===== src/rtl/core/cstb_pkg.sv =====
// ----------------------------------------------------------------------------
// cstb_pkg
// shared types and fixed-point helpers for the cardinal spline to bezier unit
// ----------------------------------------------------------------------------
package cstb_pkg;

  localparam int unsigned CoordW = 16;
  localparam logic [CoordW-1:0] RecipReset = 16'd819;

  typedef logic signed [CoordW-1:0] coord_t;

  typedef struct packed {
    coord_t x;
    coord_t y;
  } pt_t;

  // what one point transfer leads to
  typedef enum logic [2:0] {
    KIND_NONE,
    KIND_TAN,
    KIND_ONE,
    KIND_SEG,
    KIND_TWO
  } kind_t;

  typedef struct packed {
    kind_t kind;
    pt_t   older;
    pt_t   recent;
    pt_t   point;
  } hist_t;

  // segment one is pa..pb with tangents ta/tb, segment two is pb..pc with tb/tc
  typedef struct packed {
    logic [1:0] cnt;
    logic       first_last;
    pt_t        pa;
    pt_t        pb;
    pt_t        pc;
    pt_t        ta;
    pt_t        tb;
    pt_t        tc;
  } pend_t;

  function automatic coord_t sat22(logic signed [21:0] v);
    coord_t res;
    if (v > 22'sd32767) begin
      res = 16'sh7fff;
    end else if (v < -22'sd32768) begin
      res = -16'sh8000;
    end else begin
      res = v[CoordW-1:0];
    end
    return res;
  endfunction

  // (hi - lo) * recip in q4.12, rounded half up, saturated
  function automatic coord_t tangent_of(coord_t hi, coord_t lo, logic [CoordW-1:0] recip);
    logic signed [CoordW:0]     diff;
    logic signed [2*CoordW+1:0] prod;
    diff = {hi[CoordW-1], hi} - {lo[CoordW-1], lo};
    prod = diff * $signed({1'b0, recip});
    prod = prod + 34'sd2048;
    return sat22(prod[2*CoordW+1:12]);
  endfunction

  // point plus or minus tangent, saturated
  function automatic coord_t ctrl_of(coord_t p, coord_t t, logic sub);
    logic signed [CoordW:0] s;
    coord_t res;
    if (sub) begin
      s = {p[CoordW-1], p} - {t[CoordW-1], t};
    end else begin
      s = {p[CoordW-1], p} + {t[CoordW-1], t};
    end
    if (s[CoordW] != s[CoordW-1]) begin
      res = s[CoordW] ? -16'sh8000 : 16'sh7fff;
    end else begin
      res = s[CoordW-1:0];
    end
    return res;
  endfunction

endpackage


===== src/rtl/core/cstb_chan_if.sv =====
// ----------------------------------------------------------------------------
// cstb channel interfaces
// point input channel and bezier segment result channel, valid/ready
// ----------------------------------------------------------------------------
interface cstb_point_if;
  logic                valid;
  logic                ready;
  logic signed [15:0]  point_x;
  logic signed [15:0]  point_y;
  logic                final_point;

  modport source (output valid, output point_x, output point_y, output final_point,
                  input ready);
  modport sink (input valid, input point_x, input point_y, input final_point,
                output ready);
endinterface

interface cstb_seg_if;
  logic                valid;
  logic                ready;
  logic signed [15:0]  start_x;
  logic signed [15:0]  start_y;
  logic signed [15:0]  first_ctrl_x;
  logic signed [15:0]  first_ctrl_y;
  logic signed [15:0]  second_ctrl_x;
  logic signed [15:0]  second_ctrl_y;
  logic signed [15:0]  end_x;
  logic signed [15:0]  end_y;
  logic                last_segment;

  modport source (output valid, output start_x, output start_y, output first_ctrl_x,
                  output first_ctrl_y, output second_ctrl_x, output second_ctrl_y,
                  output end_x, output end_y, output last_segment, input ready);
  modport sink (input valid, input start_x, input start_y, input first_ctrl_x,
                input first_ctrl_y, input second_ctrl_x, input second_ctrl_y,
                input end_x, input end_y, input last_segment, output ready);
endinterface


===== src/rtl/core/cstb_hist.sv =====
// ----------------------------------------------------------------------------
// cstb_hist
// point history tracker and input register stage
// ----------------------------------------------------------------------------
module cstb_hist (
  input  logic           clk,
  input  logic           rst_n,
  cstb_point_if.sink     in_pt,
  output cstb_pkg::hist_t s1_data,
  output logic           s1_valid,
  input  logic           s1_ready
);
  import cstb_pkg::*;

  typedef enum logic [1:0] {
    SEEN_NONE,
    SEEN_ONE,
    SEEN_TWO
  } seen_t;

  seen_t seen_r;
  pt_t   older_r;
  pt_t   recent_r;
  hist_t s1_r;
  logic  s1_vld_r;
  pt_t   pt_in;
  logic  xfer;

  assign pt_in.x      = in_pt.point_x;
  assign pt_in.y      = in_pt.point_y;
  assign in_pt.ready  = !s1_vld_r || s1_ready;
  assign xfer         = in_pt.valid && in_pt.ready;
  assign s1_data      = s1_r;
  assign s1_valid     = s1_vld_r;

  always_ff @(posedge clk) begin
    if (!rst_n) begin
      seen_r   <= SEEN_NONE;
      older_r  <= '0;
      recent_r <= '0;
      s1_vld_r <= 1'b0;
      s1_r     <= '0;
    end else begin
      if (xfer) begin
        s1_vld_r <= 1'b1;
      end else if (s1_ready) begin
        s1_vld_r <= 1'b0;
      end
      if (xfer) begin
        s1_r.older    <= older_r;
        s1_r.recent   <= recent_r;
        s1_r.point    <= pt_in;
        unique case (seen_r)
          SEEN_NONE: begin
            s1_r.kind <= KIND_NONE;
            recent_r  <= pt_in;
            seen_r    <= in_pt.final_point ? SEEN_NONE : SEEN_ONE;
          end
          SEEN_ONE: begin
            if (in_pt.final_point) begin
              s1_r.kind <= KIND_ONE;
              seen_r    <= SEEN_NONE;
            end else begin
              s1_r.kind <= KIND_TAN;
              older_r   <= recent_r;
              recent_r  <= pt_in;
              seen_r    <= SEEN_TWO;
            end
          end
          SEEN_TWO: begin
            if (in_pt.final_point) begin
              s1_r.kind <= KIND_TWO;
              seen_r    <= SEEN_NONE;
            end else begin
              s1_r.kind <= KIND_SEG;
              older_r   <= recent_r;
              recent_r  <= pt_in;
            end
          end
          default: begin
            s1_r.kind <= KIND_NONE;
            seen_r    <= SEEN_NONE;
          end
        endcase
      end
    end
  end

endmodule


===== src/rtl/core/cstb_tan.sv =====
// ----------------------------------------------------------------------------
// cstb_tan
// tangent multipliers, held tangent and pending segment register
// ----------------------------------------------------------------------------
module cstb_tan (
  input  logic                     clk,
  input  logic                     rst_n,
  input  logic                     cfg_we,
  input  logic [15:0]              cfg_wdata,
  input  cstb_pkg::hist_t          s1_data,
  input  logic                     s1_valid,
  output logic                     s1_ready,
  output cstb_pkg::pend_t          pend_data,
  output logic                     pend_valid,
  input  logic                     pend_ready
);
  import cstb_pkg::*;

  logic [CoordW-1:0] recip_r;
  pt_t               tan_r;
  pend_t             pend_r;
  pend_t             pend_nxt;
  logic              pend_vld_r;
  pt_t               m1;
  pt_t               m2;
  logic              has_res;
  logic              mv;

  // m1 spans older to new point, m2 spans recent to new point
  assign m1.x = tangent_of(s1_data.point.x, s1_data.older.x, recip_r);
  assign m1.y = tangent_of(s1_data.point.y, s1_data.older.y, recip_r);
  assign m2.x = tangent_of(s1_data.point.x, s1_data.recent.x, recip_r);
  assign m2.y = tangent_of(s1_data.point.y, s1_data.recent.y, recip_r);

  assign has_res    = (s1_data.kind == KIND_ONE) || (s1_data.kind == KIND_SEG) ||
                      (s1_data.kind == KIND_TWO);
  assign s1_ready   = !has_res || !pend_vld_r || pend_ready;
  assign mv         = s1_valid && s1_ready;
  assign pend_data  = pend_r;
  assign pend_valid = pend_vld_r;

  always_comb begin
    pend_nxt.pc = s1_data.point;
    pend_nxt.tc = m2;
    unique case (s1_data.kind)
      KIND_ONE: begin
        pend_nxt.cnt        = 2'd1;
        pend_nxt.first_last = 1'b1;
        pend_nxt.pa         = s1_data.recent;
        pend_nxt.ta         = m2;
        pend_nxt.pb         = s1_data.point;
        pend_nxt.tb         = m2;
      end
      KIND_SEG, KIND_TWO: begin
        pend_nxt.cnt        = (s1_data.kind == KIND_TWO) ? 2'd2 : 2'd1;
        pend_nxt.first_last = 1'b0;
        pend_nxt.pa         = s1_data.older;
        pend_nxt.ta         = tan_r;
        pend_nxt.pb         = s1_data.recent;
        pend_nxt.tb         = m1;
      end
      default: begin
        pend_nxt.cnt        = 2'd0;
        pend_nxt.first_last = 1'b0;
        pend_nxt.pa         = s1_data.older;
        pend_nxt.ta         = tan_r;
        pend_nxt.pb         = s1_data.recent;
        pend_nxt.tb         = m1;
      end
    endcase
  end

  always_ff @(posedge clk) begin
    if (!rst_n) begin
      recip_r    <= RecipReset;
      tan_r      <= '0;
      pend_vld_r <= 1'b0;
    end else begin
      if (cfg_we) begin
        recip_r <= cfg_wdata;
      end
      if (mv && has_res) begin
        pend_vld_r <= 1'b1;
      end else if (pend_ready) begin
        pend_vld_r <= 1'b0;
      end
      if (mv && s1_data.kind == KIND_TAN) begin
        tan_r <= m2;
      end else if (mv && s1_data.kind == KIND_SEG) begin
        tan_r <= m1;
      end
    end
  end

  always_ff @(posedge clk) begin
    if (mv && has_res) begin
      pend_r <= pend_nxt;
    end
  end

endmodule


===== src/rtl/core/cstb_emit.sv =====
// ----------------------------------------------------------------------------
// cstb_emit
// control point adders and result register, one or two results per pending item
// ----------------------------------------------------------------------------
module cstb_emit (
  input  logic            clk,
  input  logic            rst_n,
  input  cstb_pkg::pend_t pend_data,
  input  logic            pend_valid,
  output logic            pend_ready,
  cstb_seg_if.source      out_seg
);
  import cstb_pkg::*;

  logic phase_r;
  logic out_vld_r;
  pt_t  start_r;
  pt_t  c1_r;
  pt_t  c2_r;
  pt_t  end_r;
  logic last_r;
  logic load;
  logic done_item;
  pt_t  s_pt;
  pt_t  s_tan;
  pt_t  e_pt;
  pt_t  e_tan;
  logic s_last;

  assign load       = pend_valid && (!out_vld_r || out_seg.ready);
  assign done_item  = (pend_data.cnt != 2'd2) || phase_r;
  assign pend_ready = load && done_item;

  always_comb begin
    if (phase_r) begin
      s_pt   = pend_data.pb;
      s_tan  = pend_data.tb;
      e_pt   = pend_data.pc;
      e_tan  = pend_data.tc;
      s_last = 1'b1;
    end else begin
      s_pt   = pend_data.pa;
      s_tan  = pend_data.ta;
      e_pt   = pend_data.pb;
      e_tan  = pend_data.tb;
      s_last = pend_data.first_last;
    end
  end

  always_ff @(posedge clk) begin
    if (!rst_n) begin
      phase_r   <= 1'b0;
      out_vld_r <= 1'b0;
    end else begin
      if (load) begin
        out_vld_r <= 1'b1;
        phase_r   <= !done_item;
      end else if (out_seg.ready) begin
        out_vld_r <= 1'b0;
      end
    end
  end

  always_ff @(posedge clk) begin
    if (load) begin
      start_r <= s_pt;
      c1_r.x  <= ctrl_of(s_pt.x, s_tan.x, 1'b0);
      c1_r.y  <= ctrl_of(s_pt.y, s_tan.y, 1'b0);
      c2_r.x  <= ctrl_of(e_pt.x, e_tan.x, 1'b1);
      c2_r.y  <= ctrl_of(e_pt.y, e_tan.y, 1'b1);
      end_r   <= e_pt;
      last_r  <= s_last;
    end
  end

  assign out_seg.valid         = out_vld_r;
  assign out_seg.start_x       = start_r.x;
  assign out_seg.start_y       = start_r.y;
  assign out_seg.first_ctrl_x  = c1_r.x;
  assign out_seg.first_ctrl_y  = c1_r.y;
  assign out_seg.second_ctrl_x = c2_r.x;
  assign out_seg.second_ctrl_y = c2_r.y;
  assign out_seg.end_x         = end_r.x;
  assign out_seg.end_y         = end_r.y;
  assign out_seg.last_segment  = last_r;

`ifndef SYNTHESIS
  a_phase_needs_pend: assert property (@(posedge clk) disable iff (!rst_n)
    phase_r |-> (pend_valid && pend_data.cnt == 2'd2))
    else $error("second segment phase without a two segment item");

  a_pend_has_result: assert property (@(posedge clk) disable iff (!rst_n)
    pend_valid |-> (pend_data.cnt != 2'd0))
    else $error("pending item with no segment");

  a_second_is_last: assert property (@(posedge clk) disable iff (!rst_n)
    (load && phase_r) |=> (out_vld_r && last_r))
    else $error("closing segment not marked last");

  a_pair_first_not_last: assert property (@(posedge clk) disable iff (!rst_n)
    (load && !phase_r && pend_data.cnt == 2'd2) |=> (out_vld_r && !last_r && phase_r))
    else $error("first of two segments marked last or phase lost");
`endif

endmodule


===== src/rtl/core/cardinal_spline_to_bezier_unit.sv =====
// ----------------------------------------------------------------------------
// cardinal_spline_to_bezier_unit
// converts a polyline point stream into cubic bezier segments
// ----------------------------------------------------------------------------
// Points (signed q12.4) enter one per cycle while the result side is ready;
// the first segment a point completes passes the input register, the pending
// segment register and the result register, and a second one follows from the
// same result register. The tangent at an inner point is the difference of its
// neighbors times the tension reciprocal from cfg_wdata (unsigned q4.12), at
// the ends the difference with the one neighbor; control values saturate to 16
// bits. A final point that closes a polyline of three or more points gives two
// segments in turn from the single result register; the first point of the next
// polyline gives no segment, so the second segment never holds the input.
// A final point with no point before it gives nothing.
// Write cfg_wdata with cfg_we only while no point is in flight.
module cardinal_spline_to_bezier_unit (
  input  logic        clk,
  input  logic        rst_n,
  input  logic        cfg_we,
  input  logic [15:0] cfg_wdata,
  cstb_point_if.sink  in_pt,
  cstb_seg_if.source  out_seg
);
  import cstb_pkg::*;

  hist_t s1_data;
  logic  s1_valid;
  logic  s1_ready;
  pend_t pend_data;
  logic  pend_valid;
  logic  pend_ready;

  cstb_hist u_hist (
    .clk      (clk),
    .rst_n    (rst_n),
    .in_pt    (in_pt),
    .s1_data  (s1_data),
    .s1_valid (s1_valid),
    .s1_ready (s1_ready)
  );

  cstb_tan u_tan (
    .clk        (clk),
    .rst_n      (rst_n),
    .cfg_we     (cfg_we),
    .cfg_wdata  (cfg_wdata),
    .s1_data    (s1_data),
    .s1_valid   (s1_valid),
    .s1_ready   (s1_ready),
    .pend_data  (pend_data),
    .pend_valid (pend_valid),
    .pend_ready (pend_ready)
  );

  cstb_emit u_emit (
    .clk        (clk),
    .rst_n      (rst_n),
    .pend_data  (pend_data),
    .pend_valid (pend_valid),
    .pend_ready (pend_ready),
    .out_seg    (out_seg)
  );

endmodule


===== src/flat_wrapper.sv =====
// flat-port wrapper written by rule: the top's interface ports become plain ports
module cardinal_spline_to_bezier_unit_flat import cstb_pkg::*;
  (clk, rst_n, cfg_we, cfg_wdata, in_pt_valid, in_pt_point_x, in_pt_point_y, in_pt_final_point, in_pt_ready, out_seg_valid, out_seg_start_x, out_seg_start_y, out_seg_first_ctrl_x, out_seg_first_ctrl_y, out_seg_second_ctrl_x, out_seg_second_ctrl_y, out_seg_end_x, out_seg_end_y, out_seg_last_segment, out_seg_ready);
  cstb_point_if in_pt_i ();
  cstb_seg_if out_seg_i ();
  input  logic clk;
  input  logic rst_n;
  input  logic cfg_we;
  input  logic [15:0] cfg_wdata;
  input wire logic [$bits(in_pt_i.valid)-1:0] in_pt_valid;
  input wire logic [$bits(in_pt_i.point_x)-1:0] in_pt_point_x;
  input wire logic [$bits(in_pt_i.point_y)-1:0] in_pt_point_y;
  input wire logic [$bits(in_pt_i.final_point)-1:0] in_pt_final_point;
  output wire logic [$bits(in_pt_i.ready)-1:0] in_pt_ready;
  output wire logic [$bits(out_seg_i.valid)-1:0] out_seg_valid;
  output wire logic [$bits(out_seg_i.start_x)-1:0] out_seg_start_x;
  output wire logic [$bits(out_seg_i.start_y)-1:0] out_seg_start_y;
  output wire logic [$bits(out_seg_i.first_ctrl_x)-1:0] out_seg_first_ctrl_x;
  output wire logic [$bits(out_seg_i.first_ctrl_y)-1:0] out_seg_first_ctrl_y;
  output wire logic [$bits(out_seg_i.second_ctrl_x)-1:0] out_seg_second_ctrl_x;
  output wire logic [$bits(out_seg_i.second_ctrl_y)-1:0] out_seg_second_ctrl_y;
  output wire logic [$bits(out_seg_i.end_x)-1:0] out_seg_end_x;
  output wire logic [$bits(out_seg_i.end_y)-1:0] out_seg_end_y;
  output wire logic [$bits(out_seg_i.last_segment)-1:0] out_seg_last_segment;
  input wire logic [$bits(out_seg_i.ready)-1:0] out_seg_ready;
  assign in_pt_i.valid = in_pt_valid;
  assign in_pt_i.point_x = in_pt_point_x;
  assign in_pt_i.point_y = in_pt_point_y;
  assign in_pt_i.final_point = in_pt_final_point;
  assign in_pt_ready = in_pt_i.ready;
  assign out_seg_valid = out_seg_i.valid;
  assign out_seg_start_x = out_seg_i.start_x;
  assign out_seg_start_y = out_seg_i.start_y;
  assign out_seg_first_ctrl_x = out_seg_i.first_ctrl_x;
  assign out_seg_first_ctrl_y = out_seg_i.first_ctrl_y;
  assign out_seg_second_ctrl_x = out_seg_i.second_ctrl_x;
  assign out_seg_second_ctrl_y = out_seg_i.second_ctrl_y;
  assign out_seg_end_x = out_seg_i.end_x;
  assign out_seg_end_y = out_seg_i.end_y;
  assign out_seg_last_segment = out_seg_i.last_segment;
  assign out_seg_i.ready = out_seg_ready;
  cardinal_spline_to_bezier_unit u_core (.clk(clk), .rst_n(rst_n), .cfg_we(cfg_we), .cfg_wdata(cfg_wdata), .in_pt(in_pt_i), .out_seg(out_seg_i));
endmodule

===== config.mk =====
export PLATFORM = sky130hd
export DESIGN_NAME = cardinal_spline_to_bezier_unit_flat
export DESIGN_NICKNAME = d
export VERILOG_FILES = /design/src/rtl/core/cstb_pkg.sv /design/src/rtl/core/cstb_chan_if.sv /design/src/rtl/core/cstb_hist.sv /design/src/rtl/core/cstb_tan.sv /design/src/rtl/core/cstb_emit.sv /design/src/rtl/core/cardinal_spline_to_bezier_unit.sv /design/src/flat_wrapper.sv
export SDC_FILE = /design/constraint.sdc
export NUM_CORES = 2
export LEC_CHECK = 0
export ABC_AREA = 0
export BUFFER_PORTS_ARGS = -buffer_cell sky130_fd_sc_hd__clkbuf_2
export CAP_MARGIN = 20
export CORE_MARGIN = 2
export CORE_UTILIZATION = 48
export CTS_CLUSTER_DIAMETER = 50
export DETAILED_ROUTE_END_ITERATION = 6
export PLACE_DENSITY = 0.66
export SLEW_MARGIN = 20
export SYNTH_ARGS = -nofsm -noshare
export SYNTH_HDL_FRONTEND = slang
export SYNTH_SLANG_ARGS = --single-unit

===== constraint.sdc =====
create_clock -name clk -period 10.5 [get_ports clk]
set_input_delay 2.1 -clock clk [delete_from_list [all_inputs] [get_ports clk]]
set_output_delay 2.1 -clock clk [all_outputs]
set_load 0.005 [all_outputs]

==> flow_metrics.env <==
export IMPL_numCtsBuffers=60
export IMPL_clock_latency_ns=0.68
export IMPL_slew_viol_final=0
export IMPL_yosys_register_bits=541
export IMPL_cpMaxStageDelayCell="fa_1"
export IMPL_cts_htree_levels=2
export IMPL_async_flop_share_pct=0
export IMPL_place_gp_congestion=0.929
export IMPL_min_path_type="register to register"
export IMPL_cpPeakStageDelay_ns=0.67
export IMPL_syn_nets=9364
export IMPL_die_h_um=388
export IMPL_fin_area_sq_mm=0.0761
export IMPL_critPathKind="register to register"
export IMPL_synthesis_area_sq_mm=0.0708
export IMPL_fillers=13300
export IMPL_fin_nets=9374
export IMPL_grt_start_max_net_pins=130
export IMPL_cts_clk_slew_worst_paths_ns=0.06
export IMPL_setup_worst_path_start_class="register"
export IMPL_antenna_found_initial=8
export IMPL_grt_pass1_wl_um=304000
export IMPL_dpl_cell_area_sq_mm=0.0739
export IMPL_achievable_frequency_ghz=0.100
export IMPL_yosysMostFrequentCell="inv_1"
export IMPL_hold_buffers=0
export IMPL_synth_edf_count=324
export IMPL_netlist_instances=7691
export IMPL_die_w_um=388
export IMPL_top_level_ports=185
export IMPL_avgSynthCellArea_sq_um=9.21
export IMPL_yosysSeqAreaShare_pct=19.9
export IMPL_status="finished clean"
export IMPL_dp_hpwl_um=147000
export IMPL_dpl_worst_slack_ns=-0.186
export IMPL_tritoncts="done"
export IMPL_hold_viol=0
export IMPL_clockBufferDepth=3
export IMPL_worst_ep_required_time_ns=11.07
export IMPL_cts_root_buf="clkbuf_16"
export IMPL_ys_warn_count=0
export IMPL_synthTopCellsByArea="fa_1 31%, edfxtp_1 14%, ha_1 9.4%, inv_1 8.0%, dfxtp_1 6.1%"
export IMPL_drt_first_iter_violations=3935
export IMPL_dieArea_sq_mm=0.151
export IMPL_yosys_area_top_type="fa_1"
export IMPL_initial_core_util_pct=48.5
export IMPL_syn_to_final_growth_pct=7.45
export IMPL_drc=0
export IMPL_synth_top_area_share_pct=30.7
export IMPL_fin_ws_ns=0.526
export IMPL_place_port_buffers=184
export IMPL_drive_gt1_share_pct=8.19
export IMPL_whs_ns=0.434
export IMPL_cp_end_kind="register"
export IMPL_fin_setup_tns_ns=0
export IMPL_drv_cap=0
export IMPL_report_final_setup_viol=0
export IMPL_vias=52900
export IMPL_fin_crit_sh_pct=95.0
export IMPL_slew_headroom_pct=24.1
export IMPL_vias_per_cell=5.47
export IMPL_worstPathArrival_ns=10.54
export IMPL_clkSinkCount=541
export IMPL_rows=140
export IMPL_synth_distinct_cells=91
export IMPL_max_slew_worst_pin_slew_ns=1.14
export IMPL_gr_total_overflow=0
export IMPL_fin_crit_ns=9.97
export IMPL_grt_pass1_vias=54900
export IMPL_critPathMaxFanout=24
export IMPL_drt_first_pass_iters=6
export IMPL_fin_skew_ns=0.0305
export IMPL_ant_nets=0
export IMPL_synth_ff_type="edfxtp_1"
export IMPL_core_area_sq_mm=0.146
export IMPL_grt_use_total_pct=25.5
export IMPL_drt_total_wl_um=189000
export IMPL_wl_per_cell_um=19.6
export IMPL_synthTopCellsByCount="1501 x inv_1, 1088 x fa_1, 1016 x nand2_1"
export IMPL_crit_top_cell="fa_1"
-- through the flow --
step,cells,util (%)
floorplan,7691,-
global route,9670,52.1
detailed placement,9548,50.6
CTS,9662,51.9
finish,9672,52.1
global placement,9548,50.6
-- critical path: cells and delay by family (launching register included) --
kind                       cells  cell delay (ns)
AOI/OAI and AO/OA             16             4.04
and+or+nand+nor                4             0.42
adders and majority gates      9             3.93
buffers and inverters          7             0.99
DFF                            1             0.33
xor gates and xnor gates       1             0.17
-- final timing paths --
kind                                     startpoint                                endpoint  slack [ns]  depth (start not counted)
max reg2reg  u_core.u_hist.s1_data[16]$_SDFFE_PN0P_     u_core.u_tan.tan_r[17]$_SDFFE_PN0P_        0.53                         37
min reg2reg  u_core.u_hist.older_r[12]$_SDFFE_PN0P_  u_core.u_hist.s1_data[76]$_SDFFE_PN0P_        0.43                          2
max          u_core.u_hist.s1_data[16]$_SDFFE_PN0P_     u_core.u_tan.tan_r[17]$_SDFFE_PN0P_        0.53                         37
min          u_core.u_hist.older_r[12]$_SDFFE_PN0P_  u_core.u_hist.s1_data[76]$_SDFFE_PN0P_        0.43                          2
-- registers in the layout (all words and copies together), names as in the netlist, 32 cells and up --
register and count:
u_core.u_tan.tan_r 32, u_core.u_hist.s1_data 99, u_core.u_hist.older_r 32, u_core.u_tan.pend_data 195, u_core.u_hist.recent_r 32
-- metal layers --
metal | track usage, % | up-vias | wire length [um]
li1 | - | 24200 | -
met1 | 35.1 | 26700 | 81300
met2 | 41.5 | 1677 | 88100
met3 | 5.11 | 244 | 15400
met4 | 6.17 | 14 | 4330
met5 | 0 | - | 82
-- placed cells by master, fill, tap and decap left out, drive strengths merged, types with 155 or more instances in the layout --
cell    synthesis  layout
inv          1502    1511
fa           1088    1088
nand2        1016    1016
and2          546     546
ha            531     531
edfxtp        324     324
a21oi         302     302
clkbuf        361     261
dfxtp         217     217
o21ai         216     216
nor2          170     171
xnor2         155     155
-- final cells by class --
class | count | area (sq um) | area share (%)
multi-input cells | 5265 | 49900 | 65.5
flip-flops and latches | 541 | 14100 | 18.5
inverters | 1505 | 5670 | 7.45
well taps | 1917 | 2400 | 3.15
repair buffers | 328 | 2100 | 2.76
clock buffers | 77 | 1620 | 2.13
clock inverters | 37 | 330 | 0.434
diodes | 2 | 5.00 | 0.00658
-- logic make-up after synthesis --
logic type,synth area share [%]
AND/OR/NAND/NOR,15.6
buffers and inverters,10.0
adder cells (fa/ha/maj),40.3
AO/OA/AOI/OAI,9.03
flip-flops,19.9
XOR/XNOR,2.71
multiplexers,2.45
-- timing repair --
item | CTS | global route
endpoints found under the setup margin | 45 | 123
cloned | 0 | 1
buffers inserted | 0 | 6
resized for setup | 1 | 40
pin swaps | 0 | 7
Power is left out: the tool's default activity adds up to more than one toggle a clock period on the data nets, which glitch-free logic cannot reach.
